<file path="src/rtl/sc2d_pkg.sv">
// sc2d_pkg: constants, tables and keycode helpers for the set 2 scan code decoder
// no dependencies; used by the interfaces and by scan_code_set2_decoder
package sc2d_pkg;

  // store depth for one sequence
  localparam int SEQ_DEPTH = 8;
  localparam int SEQ_IDX_W = $clog2(SEQ_DEPTH);
  localparam int SEQ_LEN_W = 4;
  localparam int NEED_W    = 3;

  // field widths
  localparam int BYTE_W = 8;
  localparam int KC_W   = 7;

  typedef logic [BYTE_W-1:0] scan_byte_t;
  typedef logic [KC_W-1:0]   key_code_t;

  // prefix and special bytes
  localparam scan_byte_t CODE_EXT    = 8'he0;
  localparam scan_byte_t CODE_BREAK  = 8'hf0;
  localparam scan_byte_t CODE_PAUSE  = 8'he1;
  localparam scan_byte_t CODE_PRT_A  = 8'h12;
  localparam scan_byte_t CODE_PRT_B  = 8'h7c;

  // keycodes with a fixed meaning
  localparam key_code_t KC_UNKNOWN      = 7'd0;
  localparam key_code_t KC_PRINT_SCREEN = 7'd105;
  localparam key_code_t KC_PAUSE        = 7'd106;

  // sequence lengths that close on a named pattern
  localparam logic [SEQ_LEN_W-1:0] LEN_SINGLE    = 4'd1;
  localparam logic [SEQ_LEN_W-1:0] LEN_PREFIXED  = 4'd2;
  localparam logic [SEQ_LEN_W-1:0] LEN_EXT_BREAK = 4'd3;
  localparam logic [SEQ_LEN_W-1:0] LEN_PRT_MAKE  = 4'd4;
  localparam logic [SEQ_LEN_W-1:0] LEN_PRT_BREAK = 4'd6;
  localparam logic [SEQ_LEN_W-1:0] LEN_PAUSE     = 4'd8;

  // fixed byte patterns
  localparam scan_byte_t PRT_MAKE_PAT [4] = '{8'he0, 8'h12, 8'he0, 8'h7c};
  localparam scan_byte_t PRT_BREAK_PAT [6] =
    '{8'he0, 8'hf0, 8'h7c, 8'he0, 8'hf0, 8'h12};
  localparam scan_byte_t PAUSE_PAT [8] =
    '{8'he1, 8'h14, 8'h77, 8'he1, 8'hf0, 8'h14, 8'hf0, 8'h77};

  // single-byte keycode table, codes 0x00 to 0x87
  localparam int SINGLE_SIZE = 136;
  localparam key_code_t SINGLE_MAP [SINGLE_SIZE] = '{
    7'd0,  7'd69, 7'd0,  7'd65, 7'd63, 7'd61, 7'd62, 7'd72,
    7'd0,  7'd70, 7'd68, 7'd66, 7'd64, 7'd50, 7'd37, 7'd0,
    7'd0,  7'd54, 7'd52, 7'd0,  7'd53, 7'd17, 7'd28, 7'd0,
    7'd0,  7'd0,  7'd26, 7'd19, 7'd1,  7'd23, 7'd29, 7'd0,
    7'd0,  7'd3,  7'd24, 7'd4,  7'd5,  7'd31, 7'd30, 7'd0,
    7'd0,  7'd49, 7'd22, 7'd6,  7'd20, 7'd18, 7'd32, 7'd0,
    7'd0,  7'd14, 7'd2,  7'd8,  7'd7,  7'd25, 7'd33, 7'd0,
    7'd0,  7'd0,  7'd13, 7'd10, 7'd21, 7'd34, 7'd35, 7'd0,
    7'd0,  7'd45, 7'd11, 7'd9,  7'd15, 7'd27, 7'd36, 7'd0,
    7'd0,  7'd46, 7'd47, 7'd12, 7'd43, 7'd16, 7'd38, 7'd0,
    7'd0,  7'd0,  7'd44, 7'd0,  7'd41, 7'd39, 7'd0,  7'd0,
    7'd51, 7'd60, 7'd55, 7'd42, 7'd0,  7'd40, 7'd0,  7'd0,
    7'd0,  7'd59, 7'd0,  7'd0,  7'd0,  7'd0,  7'd48, 7'd0,
    7'd0,  7'd79, 7'd0,  7'd82, 7'd85, 7'd0,  7'd0,  7'd0,
    7'd78, 7'd77, 7'd80, 7'd83, 7'd84, 7'd86, 7'd56, 7'd58,
    7'd71, 7'd76, 7'd81, 7'd74, 7'd73, 7'd87, 7'd57, 7'd0,
    7'd0,  7'd0,  7'd0,  7'd67, 7'd0,  7'd0,  7'd0,  7'd0
  };

  // keycode of a plain byte, unknown above the table
  function automatic key_code_t map_single(input scan_byte_t b);
    key_code_t kc;
    kc = KC_UNKNOWN;
    if (b < scan_byte_t'(SINGLE_SIZE)) begin
      kc = SINGLE_MAP[b];
    end
    return kc;
  endfunction

  // keycode of the byte after an E0 prefix
  function automatic key_code_t map_extended(input scan_byte_t b);
    key_code_t kc;
    unique case (b)
      8'h1f:   kc = 7'd88;
      8'h14:   kc = 7'd89;
      8'h27:   kc = 7'd90;
      8'h11:   kc = 7'd91;
      8'h2f:   kc = 7'd92;
      8'h70:   kc = 7'd93;
      8'h6c:   kc = 7'd94;
      8'h7d:   kc = 7'd95;
      8'h71:   kc = 7'd96;
      8'h69:   kc = 7'd97;
      8'h7a:   kc = 7'd98;
      8'h75:   kc = 7'd99;
      8'h6b:   kc = 7'd100;
      8'h72:   kc = 7'd101;
      8'h74:   kc = 7'd102;
      8'h4a:   kc = 7'd103;
      8'h5a:   kc = 7'd104;
      default: kc = KC_UNKNOWN;
    endcase
    return kc;
  endfunction

endpackage

</file>
<file path="src/rtl/sc2d_if.sv">
// sc2d_if: valid/ready channels for received scan bytes and decoded keys
// depends on sc2d_pkg for the payload types
interface sc2d_byte_if;
  logic                valid;
  logic                ready;
  sc2d_pkg::scan_byte_t scan_byte;

  modport source (output valid, output scan_byte, input ready);
  modport sink   (input valid, input scan_byte, output ready);
endinterface

interface sc2d_key_if;
  logic               valid;
  logic               ready;
  sc2d_pkg::key_code_t key_code;
  logic               released;
  logic               pattern_mismatch;

  modport source (output valid, output key_code, output released,
                  output pattern_mismatch, input ready);
  modport sink   (input valid, input key_code, input released,
                  input pattern_mismatch, output ready);
endinterface

</file>
<file path="src/rtl/scan_code_set2_decoder.sv">
// scan_code_set2_decoder: collects set 2 scan byte sequences into keycodes
// depends on sc2d_pkg and the channel interfaces in sc2d_if.sv
//
//   channel  dir  modport  payload
//   scan     in   sink     scan_byte[7:0]
//   key      out  source   key_code[6:0], released, pattern_mismatch
//
// one byte a cycle while scan.ready is high; a request that closes a sequence
// shows its key in the output register in the cycle after it is accepted; the
// byte decode and table lookup ahead of that register are combinational.
// synchronous rst clears the collect state and the output valid.
// scan.ready drops only while a key waits and key.ready is low.
module scan_code_set2_decoder (
  input  logic         clk,
  input  logic         rst,
  sc2d_byte_if.sink    scan,
  sc2d_key_if.source   key
);

  // sequence state
  logic                                collecting;
  logic [sc2d_pkg::SEQ_LEN_W-1:0]      seq_length;
  logic [sc2d_pkg::NEED_W-1:0]         bytes_needed;
  sc2d_pkg::scan_byte_t                seq_bytes [sc2d_pkg::SEQ_DEPTH];

  // output register
  logic                 out_valid;
  sc2d_pkg::key_code_t  out_code;
  logic                 out_rel;
  logic                 out_bad;

  // per-request decode
  logic                                accept;
  logic [sc2d_pkg::SEQ_LEN_W-1:0]      cur_len;
  logic [sc2d_pkg::SEQ_LEN_W-1:0]      len_next;
  logic [sc2d_pkg::SEQ_IDX_W-1:0]      wr_pos;
  logic [sc2d_pkg::NEED_W-1:0]         need_next;
  logic                                done;
  sc2d_pkg::scan_byte_t                view [sc2d_pkg::SEQ_DEPTH];
  sc2d_pkg::key_code_t                 kc_next;
  logic                                rel_next;
  logic                                bad_next;

  assign scan.ready = !out_valid || key.ready;
  assign accept     = scan.valid && scan.ready;

  // write position and new length
  assign cur_len  = collecting ? seq_length : '0;
  assign wr_pos   = cur_len[sc2d_pkg::SEQ_IDX_W-1:0];
  assign len_next = cur_len + 4'd1;

  // sequence as it stands with the new byte in place
  always_comb begin
    for (int i = 0; i < sc2d_pkg::SEQ_DEPTH; i++) begin
      view[i] = (wr_pos == sc2d_pkg::SEQ_IDX_W'(i)) ? scan.scan_byte : seq_bytes[i];
    end
  end

  // bytes still wanted after this one
  always_comb begin
    need_next = '0;
    if (!collecting) begin
      if (scan.scan_byte == sc2d_pkg::CODE_EXT || scan.scan_byte == sc2d_pkg::CODE_BREAK) begin
        need_next = 3'd1;
      end else if (scan.scan_byte == sc2d_pkg::CODE_PAUSE) begin
        need_next = 3'd7;
      end
    end else begin
      need_next = bytes_needed - 3'd1;
      if (len_next == sc2d_pkg::LEN_PREFIXED && view[0] == sc2d_pkg::CODE_EXT) begin
        if (scan.scan_byte == sc2d_pkg::CODE_PRT_A) begin
          need_next = 3'd2;
        end else if (scan.scan_byte == sc2d_pkg::CODE_BREAK) begin
          need_next = 3'd1;
        end
      end else if (len_next == sc2d_pkg::LEN_EXT_BREAK
                   && scan.scan_byte == sc2d_pkg::CODE_PRT_B) begin
        need_next = 3'd3;
      end
    end
  end

  assign done = (need_next == '0) || (len_next >= sc2d_pkg::LEN_PAUSE);

  // translate the closed sequence
  always_comb begin
    kc_next  = sc2d_pkg::KC_UNKNOWN;
    rel_next = 1'b0;
    bad_next = 1'b0;
    unique case (len_next)
      sc2d_pkg::LEN_SINGLE: begin
        kc_next = sc2d_pkg::map_single(scan.scan_byte);
      end
      sc2d_pkg::LEN_PREFIXED: begin
        if (view[0] == sc2d_pkg::CODE_EXT) begin
          kc_next = sc2d_pkg::map_extended(scan.scan_byte);
        end else begin
          kc_next  = sc2d_pkg::map_single(scan.scan_byte);
          rel_next = 1'b1;
        end
      end
      sc2d_pkg::LEN_EXT_BREAK: begin
        kc_next  = sc2d_pkg::map_extended(scan.scan_byte);
        rel_next = 1'b1;
      end
      sc2d_pkg::LEN_PRT_MAKE: begin
        kc_next = sc2d_pkg::KC_PRINT_SCREEN;
        for (int i = 0; i < 4; i++) begin
          if (view[i] != sc2d_pkg::PRT_MAKE_PAT[i]) bad_next = 1'b1;
        end
      end
      sc2d_pkg::LEN_PRT_BREAK: begin
        kc_next  = sc2d_pkg::KC_PRINT_SCREEN;
        rel_next = 1'b1;
        for (int i = 0; i < 6; i++) begin
          if (view[i] != sc2d_pkg::PRT_BREAK_PAT[i]) bad_next = 1'b1;
        end
      end
      sc2d_pkg::LEN_PAUSE: begin
        kc_next = sc2d_pkg::KC_PAUSE;
        for (int i = 0; i < 8; i++) begin
          if (view[i] != sc2d_pkg::PAUSE_PAT[i]) bad_next = 1'b1;
        end
      end
      default: begin
        kc_next = sc2d_pkg::KC_UNKNOWN;
      end
    endcase
  end

  // sequence store, no reset needed
  always_ff @(posedge clk) begin
    if (accept) begin
      seq_bytes[wr_pos] <= scan.scan_byte;
    end
  end

  // collect state
  always_ff @(posedge clk) begin
    if (rst) begin
      collecting   <= 1'b0;
      seq_length   <= '0;
      bytes_needed <= '0;
    end else if (accept) begin
      seq_length   <= len_next;
      collecting   <= !done;
      bytes_needed <= done ? '0 : need_next;
    end
  end

  // output register
  always_ff @(posedge clk) begin
    if (rst) begin
      out_valid <= 1'b0;
    end else if (accept && done) begin
      out_valid <= 1'b1;
    end else if (key.ready) begin
      out_valid <= 1'b0;
    end
  end

  always_ff @(posedge clk) begin
    if (accept && done) begin
      out_code <= kc_next;
      out_rel  <= rel_next;
      out_bad  <= bad_next;
    end
  end

  assign key.valid            = out_valid;
  assign key.key_code         = out_code;
  assign key.released         = out_rel;
  assign key.pattern_mismatch = out_bad;

endmodule
</file>
<file path="src/flat_wrapper.sv">
// flat-port wrapper written by rule: the top's interface ports become plain ports
module scan_code_set2_decoder_flat 
  (clk, rst, scan_valid, scan_scan_byte, scan_ready, key_valid, key_key_code, key_released, key_pattern_mismatch, key_ready);
  sc2d_byte_if scan_i ();
  sc2d_key_if key_i ();
  input  logic clk;
  input  logic rst;
  input wire logic [$bits(scan_i.valid)-1:0] scan_valid;
  input wire logic [$bits(scan_i.scan_byte)-1:0] scan_scan_byte;
  output wire logic [$bits(scan_i.ready)-1:0] scan_ready;
  output wire logic [$bits(key_i.valid)-1:0] key_valid;
  output wire logic [$bits(key_i.key_code)-1:0] key_key_code;
  output wire logic [$bits(key_i.released)-1:0] key_released;
  output wire logic [$bits(key_i.pattern_mismatch)-1:0] key_pattern_mismatch;
  input wire logic [$bits(key_i.ready)-1:0] key_ready;
  assign scan_i.valid = scan_valid;
  assign scan_i.scan_byte = scan_scan_byte;
  assign scan_ready = scan_i.ready;
  assign key_valid = key_i.valid;
  assign key_key_code = key_i.key_code;
  assign key_released = key_i.released;
  assign key_pattern_mismatch = key_i.pattern_mismatch;
  assign key_i.ready = key_ready;
  scan_code_set2_decoder u_core (.clk(clk), .rst(rst), .scan(scan_i), .key(key_i));
endmodule
</file>
<file path="config.mk">
export PLATFORM = sky130hd
export DESIGN_NAME = scan_code_set2_decoder_flat
export DESIGN_NICKNAME = d
export VERILOG_FILES = /design/src/rtl/sc2d_pkg.sv /design/src/rtl/sc2d_if.sv /design/src/rtl/scan_code_set2_decoder.sv /design/src/flat_wrapper.sv
export SDC_FILE = /design/constraint.sdc
export NUM_CORES = 1
export LEC_CHECK = 0
export BUFFER_PORTS_ARGS = -buffer_cell sky130_fd_sc_hd__buf_2
export CAP_MARGIN = 20
export CORE_MARGIN = 4
export CORE_UTILIZATION = 45
export CTS_BUF_LIST = sky130_fd_sc_hd__clkbuf_2 sky130_fd_sc_hd__clkbuf_4 sky130_fd_sc_hd__clkbuf_8
export CTS_CLUSTER_DIAMETER = 60
export DETAILED_ROUTE_END_ITERATION = 6
export HOLD_SLACK_MARGIN = 0.06
export MAX_ROUTING_LAYER = met4
export PLACE_DENSITY_LB_ADDON = 0.08
export SLEW_MARGIN = 20
export SYNTH_ARGS = -nofsm -noshare
export SYNTH_HDL_FRONTEND = slang
export SYNTH_SLANG_ARGS = --single-unit
</file>
<file path="constraint.sdc">
create_clock -name clk -period 4.6 [get_ports clk]
set_clock_uncertainty 0.15 [all_clocks]
set_input_delay 0 -clock clk [delete_from_list [all_inputs] [get_ports clk]]
set_output_delay 0 -clock clk [all_outputs]
set_load 0.02 [all_outputs]
</file>
==> results_dict.tcl, run 1 <==
set metrics [dict create \
    ys_seq_elements 82 \
    final_cell_mix "edfxtp_1 (73), a21oi_1 (46), nand2_1 (42), nor2_1 (42), o21ai_0 (29)" \
    netlist_area_um2 5350 \
    hpwl_um 10700 \
    p_leak_uw 0.00196 \
    worst_setup_path_end_kind "flop" \
    nFillCells 1067 \
    cp.required_ns 4.54 \
    ys_types 72 \
    clock.fmax_mhz 291 \
    clkTransAtPathRegs_ns 0.08 \
    die_w_um 117 \
    grt_setup_unrepaired "false" \
    avgSynthCellArea_um2 9.49 \
    cap_violations 0 \
    tightest_slew_ns 1.06 \
    portBuffers 22 \
    grt_usage_pct 24.8 \
    die-area_um2 13700 \
    stdcell_area_um2 5880 \
    slew_headroom_pct 28.4 \
    netSwitchingPower_uw 447 \
    critPathKind "flop to flop" \
    setup_viol 0 \
    period_needed_ns 3.44 \
    grt_pass1_vias 4373 \
    syn_inst 563 \
    synth_ff_type "edfxtp_1" \
    ant_nets 0 \
    yosysSeqAreaShare_pct 44.4 \
    grt_max_degree 67 \
    via_per_inst 6.43 \
    postCtsResizedCells 0 \
    boundaryPins 23 \
    cellInternalPower_uw 1170 \
    postRouteWirelength_um 15800 \
    gp_congestion 0.960 \
    outcome "complete, no violations" \
    grt_pass1_wl_um 25200 \
    syn-num-nets 592 \
    yosysWarnings 0 \
    arrival_ns 3.38 \
    die_h_um 117 \
    min_period_over_period_pct 74.7 \
    drtIter0Drc 611 \
    grt-ovfl-total 0 \
    wl_per_cell_um 21.8 \
    num_antenna_cells 0 \
    cts_buffer_depth 2 \
    clockPowerShare_pct 31.7 \
    pwr-share-comb_pct 16.5 \
    start_util_pct 46.4 \
    drive_gt1_share_pct 11.9 \
    nNetsFinal 606 \
    cts_tree "yes" \
    clk-insertion-delay-late_ns 0.36 \
    multi_input_area_um2 2720 \
    synth_edf_count 73 \
    layout_commonest_cell "edfxtp_1" \
    syn_to_final_growth_pct 9.97 \
    worst_hold_path_type "flop to flop" \
    placed_area_um2 5560 \
    num_vias 4660 \
    switching_share_pct 27.7 \
    seqPwrFrac_pct 51.8 \
    antenna_found_initial 0 \
    powerDensity_nw_per_um2 274 \
    final_max_slew_viol_count 0 \
    h-tree-depth 3 \
    firstDrtPassIters 5 \
    cts-root-buf "clkbuf_8" \
    cp-start-kind "flop" \
    placeableCoreArea_um2 11500 \
    cts_buffers 9 \
    clkSinkCount 82 \
    ir_worst_vdd_mv 0.241 \
    route.detailed.drc 0 \
    ff_latch_area_um2 2370 \
    postSynth.asyncResetShare_pct 0 \
    rows 39 \
    tns_ns 0 \
    hold_violations 0 \
    crit_fanout 9 \
]
## power by group through the flow
stage / Sequential (uW) / Clock, uW / Combinational, uW
2_1_floorplan: 862 / 0 / 161
3_3_place_gp: 852 / 0 / 254
3_5_place_dp: 853 / 0 / 254
4_1_cts: 836 / 521 / 262
5_1_grt: 838 / 551 / 291
6_report: 835 / 511 / 267
## cells in the mapped netlist (10+ instances only)
library cell / instances / area, um^2
nand2_1: 42 / 158
nor2b_1: 15 / 93.8
clkbuf_1: 37 / 139
inv_1: 18 / 67.6
o21ai_0: 29 / 145
nor3_1: 20 / 100
nand2b_1: 14 / 87.6
nor2_1: 42 / 158
ha_1: 17 / 213
edfxtp_1: 73 / 2190
mux2i_1: 10 / 100
a21oi_1: 46 / 230
nand3_1: 16 / 80.1
## per-layer routing
layer	track usage [%]	up-vias	part of all wire, %	wire length, um
met1	36.3	2236	47	7490
met4	6.65	0	1.7	272
li1	-	2191	-	-
met3	5.60	25	8.2	1300
met2	34.6	208	43	6740
met5	-	-	0	0
## timing repair
item | CTS | global route
hold buffers | 12 | 0
buffers inserted | 0 | 0
endpoints found under the hold margin | 72 | 0
## state kept, by name, summed over array words and instances, names as in the netlist
| register | cells |
|---|---|
| u_core.key.valid | 1 |
| u_core.seq_length | 4 |
| u_core.bytes_needed | 3 |
| u_core.key.pattern_mismatch | 1 |
| u_core.collecting | 1 |
| u_core.seq_bytes | 64 |
| u_core.key.key_code | 7 |
| u_core.key.released | 1 |
## layout make-up
| type | instances | share of cell area, % |
|---|---|---|
| clock buffer | 9 | 2.11 |
| tap | 143 | 3.04 |
| inverter | 18 | 1.15 |
| clock inverter | 7 | 1.17 |
| timing repair buffer | 49 | 5.83 |
| multi-input combinational | 417 | 46.3 |
| sequential | 82 | 40.4 |
## worst paths after layout
| check | cells past startpoint | to | startpoint | slack (ns) |
|---|---|---|---|---|
| worst min-delay path | 2 | u_core.bytes_needed[1] | u_core.bytes_needed[1] | 0.33 |
| worst max-delay path | 9 | u_core.key.pattern_mismatch | u_core.seq_length[1] | 1.16 |
| worst max register to register | 9 | u_core.key.pattern_mismatch | u_core.seq_length[1] | 1.16 |
| worst min register to register | 2 | u_core.bytes_needed[1] | u_core.bytes_needed[1] | 0.33 |
## per-stage QoR
stage | cells | power, uW | hold slack (ns) | worst slack [ns] | utilization (%)
finish | 725 | 1610 | 0.333 | 1.16 | 51.0
global route | 725 | 1680 | 0.361 | 0.912 | 51.0
CTS | 725 | 1620 | 0.321 | 1.22 | 51.0
detailed placement | 697 | 1110 | 0.168 | 1.23 | 48.3
global placement | 697 | 1110 | 0.162 | 1.30 | 48.3
floorplan | 563 | 1020 | -0.0511 | 1.24 | -
## kinds of logic after synthesis
family / after synthesis / synth area share, %
compound gates: 163 / 20.2
xor+xnor: 3 / 0.492
fa+ha+maj: 17 / 3.98
buf+inv: 64 / 4.75
flops: 82 / 44.4
mux: 15 / 3.56
simple gates: 219 / 22.6
## worst max-delay path, stage by stage, from the launching register on
cell and delay, ns:
dfxtp_1 0.48, nand2_1 0.18, inv_1 0.18, ha_1 0.27
a21boi_1 0.60, mux2i_1 0.22, a311o_1 0.31, nor4_1 0.47
a2bb2oi_1 0.20, o22ai_1 0.11
Note: power is estimated with default switching activity, not from simulation.
==> run 2: changes to the inputs <==
==> constraint.sdc (replaced) <==
create_clock -name clk -period 3.4 [get_ports clk]
set_clock_uncertainty 0.15 [all_clocks]
set_input_delay 0 -clock clk [delete_from_list [all_inputs] [get_ports clk]]
set_output_delay 0 -clock clk [all_outputs]
set_load 0.02 [all_outputs]
==> run 2 against run 1 <==
Net effect:
- combinational power grew 42%
- design area rose by 2.0%
- via count grew 0.82%
- sequential share of layout area shrank 0.78 points
- critical path depth unchanged
- setup slack lost 0.95 ns
- non-clock buffer count up 17
- global-route usage barely moved
- total power grew 33%
==> results_dict.tcl, run 2 (same netlist as run 1, synthesis figures left out) <==
set metrics [dict create \
    grt_pass1_wl_um 25200 \
    wl_per_cell_um 21.4 \
    layout.cells.non_filler 742 \
    cts_buffer_depth 2 \
    grt-ovfl-total 0 \
    dp_cells 716 \
    postRouteWirelength_um 15900 \
    final_max_slew_viol_count 0 \
    clkTransAtPathRegs_ns 0.08 \
    grt_usage_pct 24.8 \
    gp_congestion 0.953 \
    worst_hold_path_type "input port to flop" \
    hold_path_startpoint "scan_scan_byte[1]" \
    cp_num_buf_inv 1 \
    rows 39 \
    met1_usage_pct 36.4 \
    clock.fmax_mhz 314 \
    worst_setup_path_end_kind "flop" \
    outcome "complete, no violations" \
    h-tree-depth 3 \
    num_vias 4698 \
    placeableCoreArea_um2 11500 \
    final_cell_mix "edfxtp_1 (73), a21oi_1 (46), nand2_1 (42), nor2_1 (42), buf_4 (33)" \
    cts_tree "yes" \
    antenna_found_initial 0 \
    ant_nets 0 \
    crit_fanout 16 \
    multi_input_area_um2 2720 \
    cpPeakStageDelay_ns 0.38 \
    grtUsageMet3_pct 5.40 \
    setup_viol 0 \
    grt_setup_unrepaired "false" \
    num_antenna_cells 0 \
    path_delay_family "simple AND/OR/NAND/NOR gates" \
    path_cells "buf_4 > and2_1 > ha_1 > a21boi_1 > mux2_2 > nand4b_1 > or3_1 > a311oi_1 > o22ai_1" \
    tns_ns 0 \
    clkSinkCount 82 \
    via_per_inst 6.33 \
    arrival_ns 3.12 \
    worstReg2RegStart "u_core.collecting" \
    nNetsFinal 623 \
    grt_use_met2_pct 34.8 \
    hold_violations 0 \
    cp-start-kind "flop" \
    min_period_over_period_pct 93.6 \
    portBuffers 22 \
    hpwl_um 11400 \
    powerDensity_nw_per_um2 358 \
    cp-startpoint "u_core.collecting" \
    tightest_slew_ns 0.761 \
    period_needed_ns 3.18 \
    firstDrtPassIters 5 \
    drtIter0Drc 561 \
    layout_commonest_cell "edfxtp_1" \
    utilization_pct 52.1 \
    route.detailed.drc 0 \
    ff_latch_area_um2 2370 \
    clk-insertion-delay-late_ns 0.36 \
    die_h_um 117 \
    cp.required_ns 3.34 \
    drive_gt1_share_pct 14.7 \
    largest_reg_flops 64 \
    grt_pass1_vias 4485 \
    p_leak_uw 0.00205 \
    boundaryPins 23 \
    syn_to_final_growth_pct 12.1 \
    nFillCells 1090 \
    start_util_pct 46.4 \
    die-area_um2 13700 \
    cts_buffers 9 \
    slew_headroom_pct 49.2 \
    holdWs_ns 0.128 \
    cap_violations 0 \
    grt_max_degree 71 \
    critPathKind "flop to flop" \
    largest-register "u_core.seq_bytes" \
    die_w_um 117 \
    cts-root-buf "clkbuf_8" \
    top_usage_layer "met1" \
    ir_worst_vdd_mv 0.272 \
    critical-path-slowest-cell "mux2_2" \
]
-- run 2: cell types whose count changed in the layout (fill, tap and decap cells not counted), sizes merged --
cell,previous run,this run
buf,37,56
inv,19,22
dlygate4sd3,12,10
bufinv,1,0
clkinv,4,3
clkinvlp,1,0
-- run 2: through the flow --
stage | total power [uW] | area [um^2] | setup WS (ns)
2_1_floorplan | 1380 | 5350 | 0.0407
3_3_place_gp | 1510 | 5720 | 0.230
3_5_place_dp | 1510 | 5720 | 0.112
4_1_cts | 2150 | 5990 | 0.0933
5_1_grt | 2250 | 5990 | 0.00813
6_report | 2140 | 5990 | 0.218
-- run 2: power breakdown --
| group | switching [uW] | total (uW) | internal, uW | leakage (uW) |
|---|---|---|---|---|
| clock | 365 | 638 | 273 | 0.0000937 |
| sequential | 8.36 | 1130 | 1120 | 0.000744 |
| combinational | 246 | 378 | 132 | 0.00121 |
-- run 2: what timing repair did --
action	CTS	global route
hold endpoints to repair	52	0
gates resized for setup	0	1
buffers inserted	0	0
endpoints found under the setup margin	0	1
hold buffers	10	0
-- run 2: final timing paths --
check / cells past startpoint / to / slack [ns]
max reg2reg: 9 / u_core.key.pattern_mismatch / 0.22
min: 2 / u_core.seq_bytes[7][1] / 0.13
min reg2reg: 2 / u_core.bytes_needed[1] / 0.34
max: 9 / u_core.key.pattern_mismatch / 0.22
-- run 2: final cells by class --
type | count | share of cell area (%)
inverter | 18 | 1.13
clock buffer | 9 | 2.07
clock inverter | 7 | 0.856
sequential | 82 | 39.6
tap | 143 | 2.98
timing repair buffer | 66 | 7.97
multi-input combinational | 417 | 45.4
-- run 2: metal layers --
| metal | part of all wire [%] | up-vias | routed length [um] |
|---|---|---|---|
| li1 | - | 2226 | - |
| met1 | 48 | 2253 | 7600 |
| met2 | 43 | 197 | 6760 |
| met3 | 7.9 | 22 | 1260 |
| met4 | 1.5 | 0 | 245 |
| met5 | 0 | - | 0 |
-- run 2: worst reg2reg max path, stage by stage (launching register included) --
cell	delay (ns)
dfxtp_1	0.35
buf_4	0.22
and2_1	0.27
ha_1	0.26
a21boi_1	0.24
mux2_2	0.38
nand4b_1	0.19
or3_1	0.37
a311oi_1	0.30
o22ai_1	0.17
